$ cat src/sv/md5_stream_hash_top_assert.svh
// Assertion macros for the MD5 stream hash block.
`ifndef MD5_STREAM_HASH_TOP_ASSERT_SVH
`define MD5_STREAM_HASH_TOP_ASSERT_SVH
`ifndef SYNTHESIS
`define MSH_ASSERT_IMPL(label, clk, rst_n, ante, cons) \
  label: assert property (@(posedge clk) disable iff (!rst_n) (ante) |-> (cons)) \
    else $error("assertion failed");
`define MSH_ASSERT_NEXT(label, clk, rst_n, ante, cons) \
  label: assert property (@(posedge clk) disable iff (!rst_n) (ante) |=> (cons)) \
    else $error("assertion failed");
`else
`define MSH_ASSERT_IMPL(label, clk, rst_n, ante, cons)
`define MSH_ASSERT_NEXT(label, clk, rst_n, ante, cons)
`endif
`endif

$ cat src/sv/msh_pkg.sv
// Shared types, constants and step functions of the MD5 stream hash block.
package msh_pkg;

  localparam logic [31:0] INIT_A = 32'h67452301;
  localparam logic [31:0] INIT_B = 32'hefcdab89;
  localparam logic [31:0] INIT_C = 32'h98badcfe;
  localparam logic [31:0] INIT_D = 32'h10325476;
  localparam logic [7:0]  PAD_MARK = 8'h80;
  localparam int unsigned QUEUE_DEPTH = 2;

  localparam logic FUNC_ABSORB = 1'b0;
  localparam logic FUNC_FINISH = 1'b1;

  // Word passed from the intake to the engine
  typedef struct packed {
    logic       func;
    logic [7:0] data;
  } msh_word_t;

  function automatic logic [31:0] step_const(input logic [5:0] n);
    logic [31:0] k;
    begin
      case (n)
        6'd0: k = 32'hd76aa478;  6'd1: k = 32'he8c7b756;
        6'd2: k = 32'h242070db;  6'd3: k = 32'hc1bdceee;
        6'd4: k = 32'hf57c0faf;  6'd5: k = 32'h4787c62a;
        6'd6: k = 32'ha8304613;  6'd7: k = 32'hfd469501;
        6'd8: k = 32'h698098d8;  6'd9: k = 32'h8b44f7af;
        6'd10: k = 32'hffff5bb1; 6'd11: k = 32'h895cd7be;
        6'd12: k = 32'h6b901122; 6'd13: k = 32'hfd987193;
        6'd14: k = 32'ha679438e; 6'd15: k = 32'h49b40821;
        6'd16: k = 32'hf61e2562; 6'd17: k = 32'hc040b340;
        6'd18: k = 32'h265e5a51; 6'd19: k = 32'he9b6c7aa;
        6'd20: k = 32'hd62f105d; 6'd21: k = 32'h02441453;
        6'd22: k = 32'hd8a1e681; 6'd23: k = 32'he7d3fbc8;
        6'd24: k = 32'h21e1cde6; 6'd25: k = 32'hc33707d6;
        6'd26: k = 32'hf4d50d87; 6'd27: k = 32'h455a14ed;
        6'd28: k = 32'ha9e3e905; 6'd29: k = 32'hfcefa3f8;
        6'd30: k = 32'h676f02d9; 6'd31: k = 32'h8d2a4c8a;
        6'd32: k = 32'hfffa3942; 6'd33: k = 32'h8771f681;
        6'd34: k = 32'h6d9d6122; 6'd35: k = 32'hfde5380c;
        6'd36: k = 32'ha4beea44; 6'd37: k = 32'h4bdecfa9;
        6'd38: k = 32'hf6bb4b60; 6'd39: k = 32'hbebfbc70;
        6'd40: k = 32'h289b7ec6; 6'd41: k = 32'heaa127fa;
        6'd42: k = 32'hd4ef3085; 6'd43: k = 32'h04881d05;
        6'd44: k = 32'hd9d4d039; 6'd45: k = 32'he6db99e5;
        6'd46: k = 32'h1fa27cf8; 6'd47: k = 32'hc4ac5665;
        6'd48: k = 32'hf4292244; 6'd49: k = 32'h432aff97;
        6'd50: k = 32'hab9423a7; 6'd51: k = 32'hfc93a039;
        6'd52: k = 32'h655b59c3; 6'd53: k = 32'h8f0ccc92;
        6'd54: k = 32'hffeff47d; 6'd55: k = 32'h85845dd1;
        6'd56: k = 32'h6fa87e4f; 6'd57: k = 32'hfe2ce6e0;
        6'd58: k = 32'ha3014314; 6'd59: k = 32'h4e0811a1;
        6'd60: k = 32'hf7537e82; 6'd61: k = 32'hbd3af235;
        6'd62: k = 32'h2ad7d2bb; 6'd63: k = 32'heb86d391;
        default: k = 32'h0;
      endcase
      return k;
    end
  endfunction

  function automatic logic [4:0] rot_amount(input logic [5:0] n);
    logic [4:0] s;
    begin
      case ({n[5:4], n[1:0]})
        4'h0: s = 5'd7;  4'h1: s = 5'd12; 4'h2: s = 5'd17; 4'h3: s = 5'd22;
        4'h4: s = 5'd5;  4'h5: s = 5'd9;  4'h6: s = 5'd14; 4'h7: s = 5'd20;
        4'h8: s = 5'd4;  4'h9: s = 5'd11; 4'ha: s = 5'd16; 4'hb: s = 5'd23;
        4'hc: s = 5'd6;  4'hd: s = 5'd10; 4'he: s = 5'd15; 4'hf: s = 5'd21;
        default: s = 5'd0;
      endcase
      return s;
    end
  endfunction

  // Message word index used by step n
  function automatic logic [3:0] word_sel(input logic [5:0] n);
    logic [3:0] g;
    begin
      case (n[5:4])
        2'd0: g = n[3:0];
        2'd1: g = 4'(5 * n[3:0] + 1);
        2'd2: g = 4'(3 * n[3:0] + 5);
        default: g = 4'(7 * n[3:0]);
      endcase
      return g;
    end
  endfunction

  function automatic logic [31:0] rotl(input logic [31:0] x, input logic [4:0] s);
    logic [63:0] d;
    begin
      d = {x, x} << s;
      return d[63:32];
    end
  endfunction

  function automatic logic [31:0] bswap(input logic [31:0] x);
    return {x[7:0], x[15:8], x[23:16], x[31:24]};
  endfunction

endpackage

$ cat src/sv/msh_queue.sv
// Two-entry queue of words between the intake and the engine.
module msh_queue (
  input  logic              clk,
  input  logic              rst_n,
  input  logic              wr_valid,
  output logic              wr_ready,
  input  msh_pkg::msh_word_t wr_word,
  output logic              rd_valid,
  input  logic              rd_ready,
  output msh_pkg::msh_word_t rd_word
);
  localparam int unsigned AW = $clog2(msh_pkg::QUEUE_DEPTH);

  msh_pkg::msh_word_t mem_r [msh_pkg::QUEUE_DEPTH];
  logic [AW-1:0] wp_r, rp_r;
  logic [AW:0]   cnt_r;
  logic          push, pop;

  assign wr_ready = (cnt_r != (AW+1)'(msh_pkg::QUEUE_DEPTH));
  assign rd_valid = (cnt_r != '0);
  assign rd_word  = mem_r[rp_r];
  assign push = wr_valid && wr_ready;
  assign pop  = rd_valid && rd_ready;

  // Store entry
  always_ff @(posedge clk) begin
    if (push) begin
      mem_r[wp_r] <= wr_word;
    end
  end

  // Advance pointers
  always_ff @(posedge clk) begin
    if (!rst_n) begin
      wp_r <= '0;
      rp_r <= '0;
      cnt_r <= '0;
    end else begin
      if (push) wp_r <= wp_r + 1'b1;
      if (pop) rp_r <= rp_r + 1'b1;
      cnt_r <= cnt_r + (AW+1)'(push) - (AW+1)'(pop);
    end
  end
endmodule

$ cat src/sv/msh_intake.sv
// Input stage: registers one word and offers it to the queue.
module msh_intake (
  input  logic              clk,
  input  logic              rst_n,
  input  logic              flush,
  input  logic              in_valid,
  output logic              in_ready,
  input  logic              in_func,
  input  logic [7:0]        in_data_byte,
  output logic              q_valid,
  input  logic              q_ready,
  output msh_pkg::msh_word_t q_word
);
  logic               hold_r;
  msh_pkg::msh_word_t word_r;

  assign in_ready = !hold_r || q_ready;
  assign q_valid  = hold_r;
  assign q_word   = word_r;

  // Capture the word and classify it (absorb or finish)
  always_ff @(posedge clk) begin
    if (!rst_n || flush) begin
      hold_r <= 1'b0;
    end else if (in_ready) begin
      hold_r <= in_valid;
    end
  end

  always_ff @(posedge clk) begin
    if (in_valid && in_ready) begin
      word_r.func <= in_func;
      word_r.data <= (in_func == msh_pkg::FUNC_FINISH) ? msh_pkg::PAD_MARK : in_data_byte;
    end
  end
endmodule

$ cat src/sv/msh_engine.sv
// Back end: block buffer, padding and the 64-step compression loop.
module msh_engine (
  input  logic              clk,
  input  logic              rst_n,
  input  logic [31:0]       seed,
  input  logic              restart,
  input  logic              w_valid,
  output logic              w_ready,
  input  msh_pkg::msh_word_t w_word,
  output logic              out_valid,
  input  logic              out_ready,
  output logic [63:0]       out_digest_first,
  output logic [63:0]       out_digest_second
);
  typedef enum logic [2:0] {
    S_TAKE, S_PAD, S_LEN, S_RUN, S_FOLD, S_EMIT
  } state_t;

  state_t state_r;
  logic [31:0] chain_r [4];
  logic [31:0] a_r, b_r, c_r, d_r;
  logic [31:0] wbuf_r [16];
  logic [63:0] bits_r;
  logic [5:0]  idx_r, step_r;
  logic        fin_r, last_r;
  logic        ovalid_r;
  logic [63:0] dig0_r, dig1_r;

  logic [31:0] f, t, wsel, newb;
  logic [31:0] init [4];

  assign init[0] = msh_pkg::INIT_A + seed * 32'd11;
  assign init[1] = msh_pkg::INIT_B + seed * 32'd71;
  assign init[2] = msh_pkg::INIT_C + seed * 32'd37;
  assign init[3] = msh_pkg::INIT_D + seed * 32'd97;

  assign w_ready = (state_r == S_TAKE) && !ovalid_r;
  assign out_valid = ovalid_r;
  assign out_digest_first = dig0_r;
  assign out_digest_second = dig1_r;

  // Round function of the current step
  always_comb begin
    case (step_r[5:4])
      2'd0: f = (b_r & c_r) | (~b_r & d_r);
      2'd1: f = (b_r & d_r) | (c_r & ~d_r);
      2'd2: f = b_r ^ c_r ^ d_r;
      default: f = c_r ^ (b_r | ~d_r);
    endcase
    wsel = wbuf_r[msh_pkg::word_sel(step_r)];
    t = a_r + f + msh_pkg::step_const(step_r) + wsel;
    newb = b_r + msh_pkg::rotl(t, msh_pkg::rot_amount(step_r));
  end

  // Sequence intake, padding, compression and result
  always_ff @(posedge clk) begin
    if (!rst_n || restart) begin
      state_r <= S_TAKE;
      bits_r <= '0;
      idx_r <= '0;
      fin_r <= 1'b0;
      last_r <= 1'b0;
      ovalid_r <= 1'b0;
      step_r <= '0;
      for (int i = 0; i < 4; i++) chain_r[i] <= init[i];
    end else begin
      if (ovalid_r && out_ready) ovalid_r <= 1'b0;
      case (state_r)
        S_TAKE: begin
          if (w_valid && w_ready) begin
            wbuf_r[idx_r[5:2]][8*idx_r[1:0] +: 8] <= w_word.data;
            idx_r <= idx_r + 6'd1;
            if (w_word.func == msh_pkg::FUNC_FINISH) begin
              fin_r <= 1'b1;
              // pad mark in the last byte fills the block: compress it at once
              if (idx_r == 6'd63) begin
                last_r <= 1'b0;
                state_r <= S_RUN;
                {a_r, b_r, c_r, d_r} <= {chain_r[0], chain_r[1], chain_r[2], chain_r[3]};
              end else begin
                state_r <= S_PAD;
              end
            end else begin
              bits_r <= bits_r + 64'd8;
              if (idx_r == 6'd63) begin
                last_r <= 1'b0;
                state_r <= S_RUN;
                {a_r, b_r, c_r, d_r} <= {chain_r[0], chain_r[1], chain_r[2], chain_r[3]};
              end
            end
          end
        end
        S_PAD: begin
          // zero-fill one byte a cycle up to the length field or block end
          if (idx_r == 6'd56 && !last_r) begin
            state_r <= S_LEN;
          end else begin
            wbuf_r[idx_r[5:2]][8*idx_r[1:0] +: 8] <= 8'h00;
            idx_r <= idx_r + 6'd1;
            if (idx_r == 6'd63) begin
              state_r <= S_RUN;
              {a_r, b_r, c_r, d_r} <= {chain_r[0], chain_r[1], chain_r[2], chain_r[3]};
            end
          end
        end
        S_LEN: begin
          wbuf_r[14] <= bits_r[31:0];
          wbuf_r[15] <= bits_r[63:32];
          last_r <= 1'b1;
          state_r <= S_RUN;
          {a_r, b_r, c_r, d_r} <= {chain_r[0], chain_r[1], chain_r[2], chain_r[3]};
        end
        S_RUN: begin
          a_r <= d_r;
          d_r <= c_r;
          c_r <= b_r;
          b_r <= newb;
          step_r <= step_r + 6'd1;
          if (step_r == 6'd63) state_r <= S_FOLD;
        end
        S_FOLD: begin
          chain_r[0] <= chain_r[0] + a_r;
          chain_r[1] <= chain_r[1] + b_r;
          chain_r[2] <= chain_r[2] + c_r;
          chain_r[3] <= chain_r[3] + d_r;
          if (!fin_r) state_r <= S_TAKE;
          else if (last_r) state_r <= S_EMIT;
          else state_r <= S_PAD;
        end
        S_EMIT: begin
          if (!ovalid_r) begin
            ovalid_r <= 1'b1;
            dig0_r <= {msh_pkg::bswap(chain_r[0]), msh_pkg::bswap(chain_r[1])};
            dig1_r <= {msh_pkg::bswap(chain_r[2]), msh_pkg::bswap(chain_r[3])};
            for (int i = 0; i < 4; i++) chain_r[i] <= init[i];
            bits_r <= '0;
            idx_r <= '0;
            fin_r <= 1'b0;
            last_r <= 1'b0;
            state_r <= S_TAKE;
          end
        end
        default: state_r <= S_TAKE;
      endcase
    end
  end
endmodule

$ cat src/sv/md5_stream_hash_top.sv
// Top level of the streaming MD5 digest block.
// Channels: in_valid/in_ready carry one word per item: in_func 0 absorbs
// in_data_byte, in_func 1 finishes the message. out_valid/out_ready carry
// the 16-byte digest as out_digest_first and out_digest_second.
// cfg_we with cfg_seed_offset sets the seed (0 gives plain MD5) and
// restarts the message at once; write it only while idle.
// Every 64th byte starts a 64-step compression run and a fold, one step
// per cycle in a single round unit; the engine takes no bytes meanwhile.
// On a finish the engine zero-fills up to the length field, writes the
// length and runs the final compression (with an extra fill and an extra
// run when the pad mark lands past byte 55), then loads the digest register.
// A two-word queue sits between the intake register and the engine, so
// the sender keeps going while the engine compresses or the result waits,
// until the queue and the intake register are full.
// A stalled receiver holds the digest; the engine waits before the next
// block until the digest is taken.
// Reset (rst_n low, synchronous) clears the seed, the count, the queue and the intake register.
module md5_stream_hash_top (
  input  logic        clk,
  input  logic        rst_n,
  input  logic        in_valid,
  output logic        in_ready,
  input  logic        in_func,
  input  logic [7:0]  in_data_byte,
  output logic        out_valid,
  input  logic        out_ready,
  output logic [63:0] out_digest_first,
  output logic [63:0] out_digest_second,
  input  logic        cfg_we,
  input  logic [31:0] cfg_seed_offset
);
  `include "md5_stream_hash_top_assert.svh"

  logic [31:0] seed_r;
  logic [31:0] seed_eff;
  logic        iq_valid, iq_ready, qe_valid, qe_ready;
  msh_pkg::msh_word_t iq_word, qe_word;

  // Hold the seed
  always_ff @(posedge clk) begin
    if (!rst_n) begin
      seed_r <= '0;
    end else if (cfg_we) begin
      seed_r <= cfg_seed_offset;
    end
  end

  // Start from a zero seed in reset, from the new seed on a write
  assign seed_eff = !rst_n ? 32'h0 : (cfg_we ? cfg_seed_offset : seed_r);

  msh_intake u_intake (
    .clk, .rst_n, .flush(1'b0), .in_valid, .in_ready, .in_func, .in_data_byte,
    .q_valid(iq_valid), .q_ready(iq_ready), .q_word(iq_word)
  );

  msh_queue u_queue (
    .clk, .rst_n, .wr_valid(iq_valid), .wr_ready(iq_ready), .wr_word(iq_word),
    .rd_valid(qe_valid), .rd_ready(qe_ready), .rd_word(qe_word)
  );

  msh_engine u_engine (
    .clk, .rst_n, .seed(seed_eff), .restart(cfg_we),
    .w_valid(qe_valid), .w_ready(qe_ready), .w_word(qe_word),
    .out_valid, .out_ready, .out_digest_first, .out_digest_second
  );

  `MSH_ASSERT_NEXT(a_out_hold, clk, rst_n, out_valid && !out_ready && !cfg_we, out_valid)
  `MSH_ASSERT_NEXT(a_seed_load, clk, rst_n, cfg_we, seed_r == $past(cfg_seed_offset))
  `MSH_ASSERT_IMPL(a_no_take_while_busy, clk, rst_n, qe_ready, !out_valid)
endmodule

$ cat config.mk
export PLATFORM = sky130hd
export DESIGN_NAME = md5_stream_hash_top
export DESIGN_NICKNAME = d
export VERILOG_FILES = /design/src/sv/msh_pkg.sv /design/src/sv/msh_queue.sv /design/src/sv/msh_intake.sv /design/src/sv/msh_engine.sv /design/src/sv/md5_stream_hash_top.sv
export VERILOG_INCLUDE_DIRS = /design/src /design/src/sv
export SDC_FILE = /design/constraint.sdc
export NUM_CORES = 2
export LEC_CHECK = 0
export BUFFER_PORTS_ARGS = -buffer_cell sky130_fd_sc_hd__clkbuf_2
export CAP_MARGIN = 5
export CORE_MARGIN = 3
export CORE_UTILIZATION = 45
export CTS_CLUSTER_SIZE = 8
export DETAILED_ROUTE_END_ITERATION = 8
export GPL_ROUTABILITY_DRIVEN = 0
export PLACE_DENSITY = 0.68
export SLEW_MARGIN = 20
export SYNTH_ARGS = -nofsm -noshare
export SYNTH_HDL_FRONTEND = slang
export SYNTH_SLANG_ARGS = --single-unit
$ cat constraint.sdc
create_clock -name clk -period 11.3 [get_ports clk]
set_input_delay 1.13 -clock clk [delete_from_list [all_inputs] [get_ports clk]]
set_output_delay 1.13 -clock clk [all_outputs]
set_load 0.1 [all_outputs]
==> impl_metrics.py <==
metrics = {
    "job": {
        "maxCapViolCount": 0,
    },
    "finish": {
        "multi_input_area_mm2": 0.0383,
        "nets": 7786,
        "layout-drive-gt1-share_pct": 10.5,
        "fin_cells": 9207,
        "fin_area_mm2": 0.0807,
        "syn2layout_area_growth_pct": 11.3,
        "layout.area.seq_mm2": 0.0308,
        "fillers": 14200,
    },
    "global_routing": {
        "grt_use_total_pct": 25.7,
        "grt_pass1_vias": 52300,
        "overflow": 0,
        "antenna_found_initial": 12,
        "grt_pass1_wl_um": 329000,
        "grt_max_degree": 143,
    },
    "critical_path": {
        "end_kind": "register",
        "startpoint_type": "register",
        "max_stage_delay_ns": 0.81,
        "worstPathRequired_ns": 11.80,
        "reg2regPathDepth": 38,
        "cp_slowest_cell": "mux4_4",
        "worst_ep_arrival_time_ns": 11.37,
        "cp_max_fo": 52,
        "critPathKind": "reg2reg",
    },
    "pwr": {
        "vdd_ir_drop_max_uv": 159,
        "power_density_mw_per_mm2": 171,
        "leakage_nw": 32.6,
    },
    "drt": {
        "drt_wl_total_um": 219000,
        "post_drt_wl_per_cell_um": 23.8,
        "viasPerCell": 6.03,
        "via_count": 55500,
        "drc": 0,
        "drt_iter0_drc": 7080,
        "first_pass_iters": 8,
        "antenna_left": 0,
    },
    "synth": {
        "synth_compound_area_share_pct": 14.1,
        "synthFlopType": "edfxtp_1",
        "synth_xor_area_share_pct": 4.50,
        "synthAdderAreaFrac_pct": 16.4,
        "synth_area_leaders": "edfxtp_1 38%, ha_1 9.3%, fa_1 6.7%",
        "synthMuxAreaShare_pct": 7.03,
        "synth_nets": 7659,
        "synth_top_area_cell": "edfxtp_1",
        "syn_area_per_cell_um2": 10.6,
        "synth-seq-cells": 1077,
        "netlist.area_leader.share_pct": 38.2,
        "syn_inst": 6830,
        "yosys_warnings": 0,
        "synth.most_common_cell": "edfxtp_1",
        "synth_cell_type_count": 84,
        "synth-simple-area-share_pct": 10.5,
        "ys_top_cells_by_count": "923 x edfxtp_1, 696 x nand2_1, 668 x inv_1",
        "ys_async_sr_fraction_pct": 0,
        "synth_area_mm2": 0.0725,
        "ys_seq_area_share_pct": 42.5,
        "synth_edf_count": 923,
        "synth_top_family_by_area": "adder cells",
    },
    "floorplanning": {
        "coreArea_mm2": 0.159,
        "dieWidth_um": 407,
        "fp.dieArea_mm2": 0.166,
        "fp.dieH_um": 407,
        "rows": 146,
        "ios": 176,
        "initial_core_util_pct": 45.5,
    },
    "timing": {
        "hold_viol_final": 0,
        "fmax_mhz": 92.0,
        "worst_slew_pin_slew_ns": 1.14,
        "maxSlewViolCount": 0,
        "relSlewSlack_pct": 22.3,
        "fin_crit_sh_pct": 96.2,
        "skew_ns": 0.0914,
        "layout_min_cycle_time_ns": 10.87,
        "setup_viol": 0,
    },
    "place": {
        "port_buffers": 175,
        "dpl.cell_count": 8943,
        "placed_cell_area_mm2": 0.0758,
        "place_hpwl_um": 161000,
    },
    "clocking": {
        "clkLatencyLatePin_ns": 0.86,
        "cts_root_buf": "clkbuf_16",
        "cts_tree": "yes",
        "clock_sinks": 1077,
        "clockBufferDepth": 3,
        "h-tree-depth": 4,
        "cts_inserted_buffers": 154,
        "clk_pin_slew_worst_paths_ns": 0.05,
    },
    "worst_hold_path": {
        "hp-class": "reg2reg",
        "whs_path_depth": 0,
    },
    "status": {
        "outcome": "finished, final reports clean",
    },
}
## sequential cells by signal, summed over array words and instances (netlist names), named ones only
signal                      count
u_engine.c_r                   32
seed_r                         32
u_engine.idx_r                  6
u_engine.state_r                3
u_queue.mem_r                  18
u_queue.cnt_r                   2
u_engine.d_r                   32
u_engine.fin_r                  1
u_queue.wp_r                    1
u_engine.out_digest_second     64
u_queue.rp_r                    1
u_engine.out_valid              1
u_engine.bits_r                61
u_engine.b_r                   32
u_engine.last_r                 1
u_engine.a_r                   32
u_engine.chain_r              128
u_engine.step_r                 6
u_intake.q_word                 9
u_intake.q_valid                1
u_engine.out_digest_first      64
u_engine.wbuf_r               512
## critical path, delay by kind of cell, from the launching register on
family | cells | cell delay, ns
AO/OA/AOI/OAI | 16 | 3.47
adder cells (fa/ha/maj) | 6 | 2.53
multiplexers | 5 | 2.16
AND/OR/NAND/NOR | 4 | 0.96
buffers and inverters | 6 | 0.71
flip-flops | 1 | 0.54
XOR/XNOR | 1 | 0.16
## final timing paths
kind / slack [ns] / endpoint / from
worst max register to register: 0.43 / u_engine.b_r[27] / u_engine.step_r[0]
worst max-delay path: 0.43 / u_engine.b_r[27] / u_engine.step_r[0]
worst min-delay path: 0.44 / u_queue.mem_r[0][2] / u_intake.q_word[2]
worst min register to register: 0.44 / u_queue.mem_r[0][2] / u_intake.q_word[2]
## report_power, final
group	internal [mW]	total, mW	switching [mW]
Combinational	1.60	4.11	2.51
Sequential	4.80	5.23	0.428
Clock	2.60	4.45	1.85
## stage by stage
| step | worst slack (ns) | util [%] | hold slack, ns | TNS [ns] | total power, mW |
|---|---|---|---|---|---|
| 2_1_floorplan | 0.970 | - | 0.421 | 0 | 7.91 |
| 3_3_place_gp | 0.382 | 47.6 | 0.465 | 0 | 9.17 |
| 3_5_place_dp | 0.140 | 47.6 | 0.475 | 0 | 9.26 |
| 4_1_cts | 0.0575 | 50.6 | 0.449 | 0 | 13.7 |
| 5_1_grt | -0.0317 | 50.7 | 0.446 | -0.0514 | 14.4 |
| 6_report | 0.432 | 50.7 | 0.443 | 0 | 13.8 |
## cell type report
class                   instances  area share (%)
diodes                          4          0.0124
clock buffers                 237            5.21
clock inverters                19           0.611
inverters                     675            3.14
multi-input cells            4787            47.5
flip-flops and latches       1077            38.2
well taps                    2146            3.33
repair buffers                262            2.05
## repair_timing
item | 4_1_cts | 5_1_grt
hold endpoints to repair | 0 | 0
setup buffers | 0 | 3
setup endpoints to repair | 0 | 11
resized for setup | 0 | 20
hold buffers | 0 | 0
## routing by layer
metal | global-route usage (%) | share of wire, %
met4 | 9.63 | 4.1
met2 | 37.9 | 43
met5 | 0 | 0.018
met1 | 37.3 | 43
met3 | 5.46 | 9.6
## cells by family after synthesis
kind of cell	Yosys count
compound gates	1584
xor+xnor	371
fa+ha+maj	813
buf+inv	966
flops	1077
mux	319
simple gates	1700
## placed cells by master (no fill, tap or decap), types with 144 or more instances in the layout
cell,instances
a21oi_1,452
clkbuf_16,156
clkbuf_2,175
dfxtp_1,152
edfxtp_1,923
fa_1,244
ha_1,538
inv_1,668
mux4_2,144
nand2_1,694
nand3_1,144
nor2_1,421
o21ai_0,351
xnor2_1,164
xor2_1,205
Power figures use the tool's default switching activity.
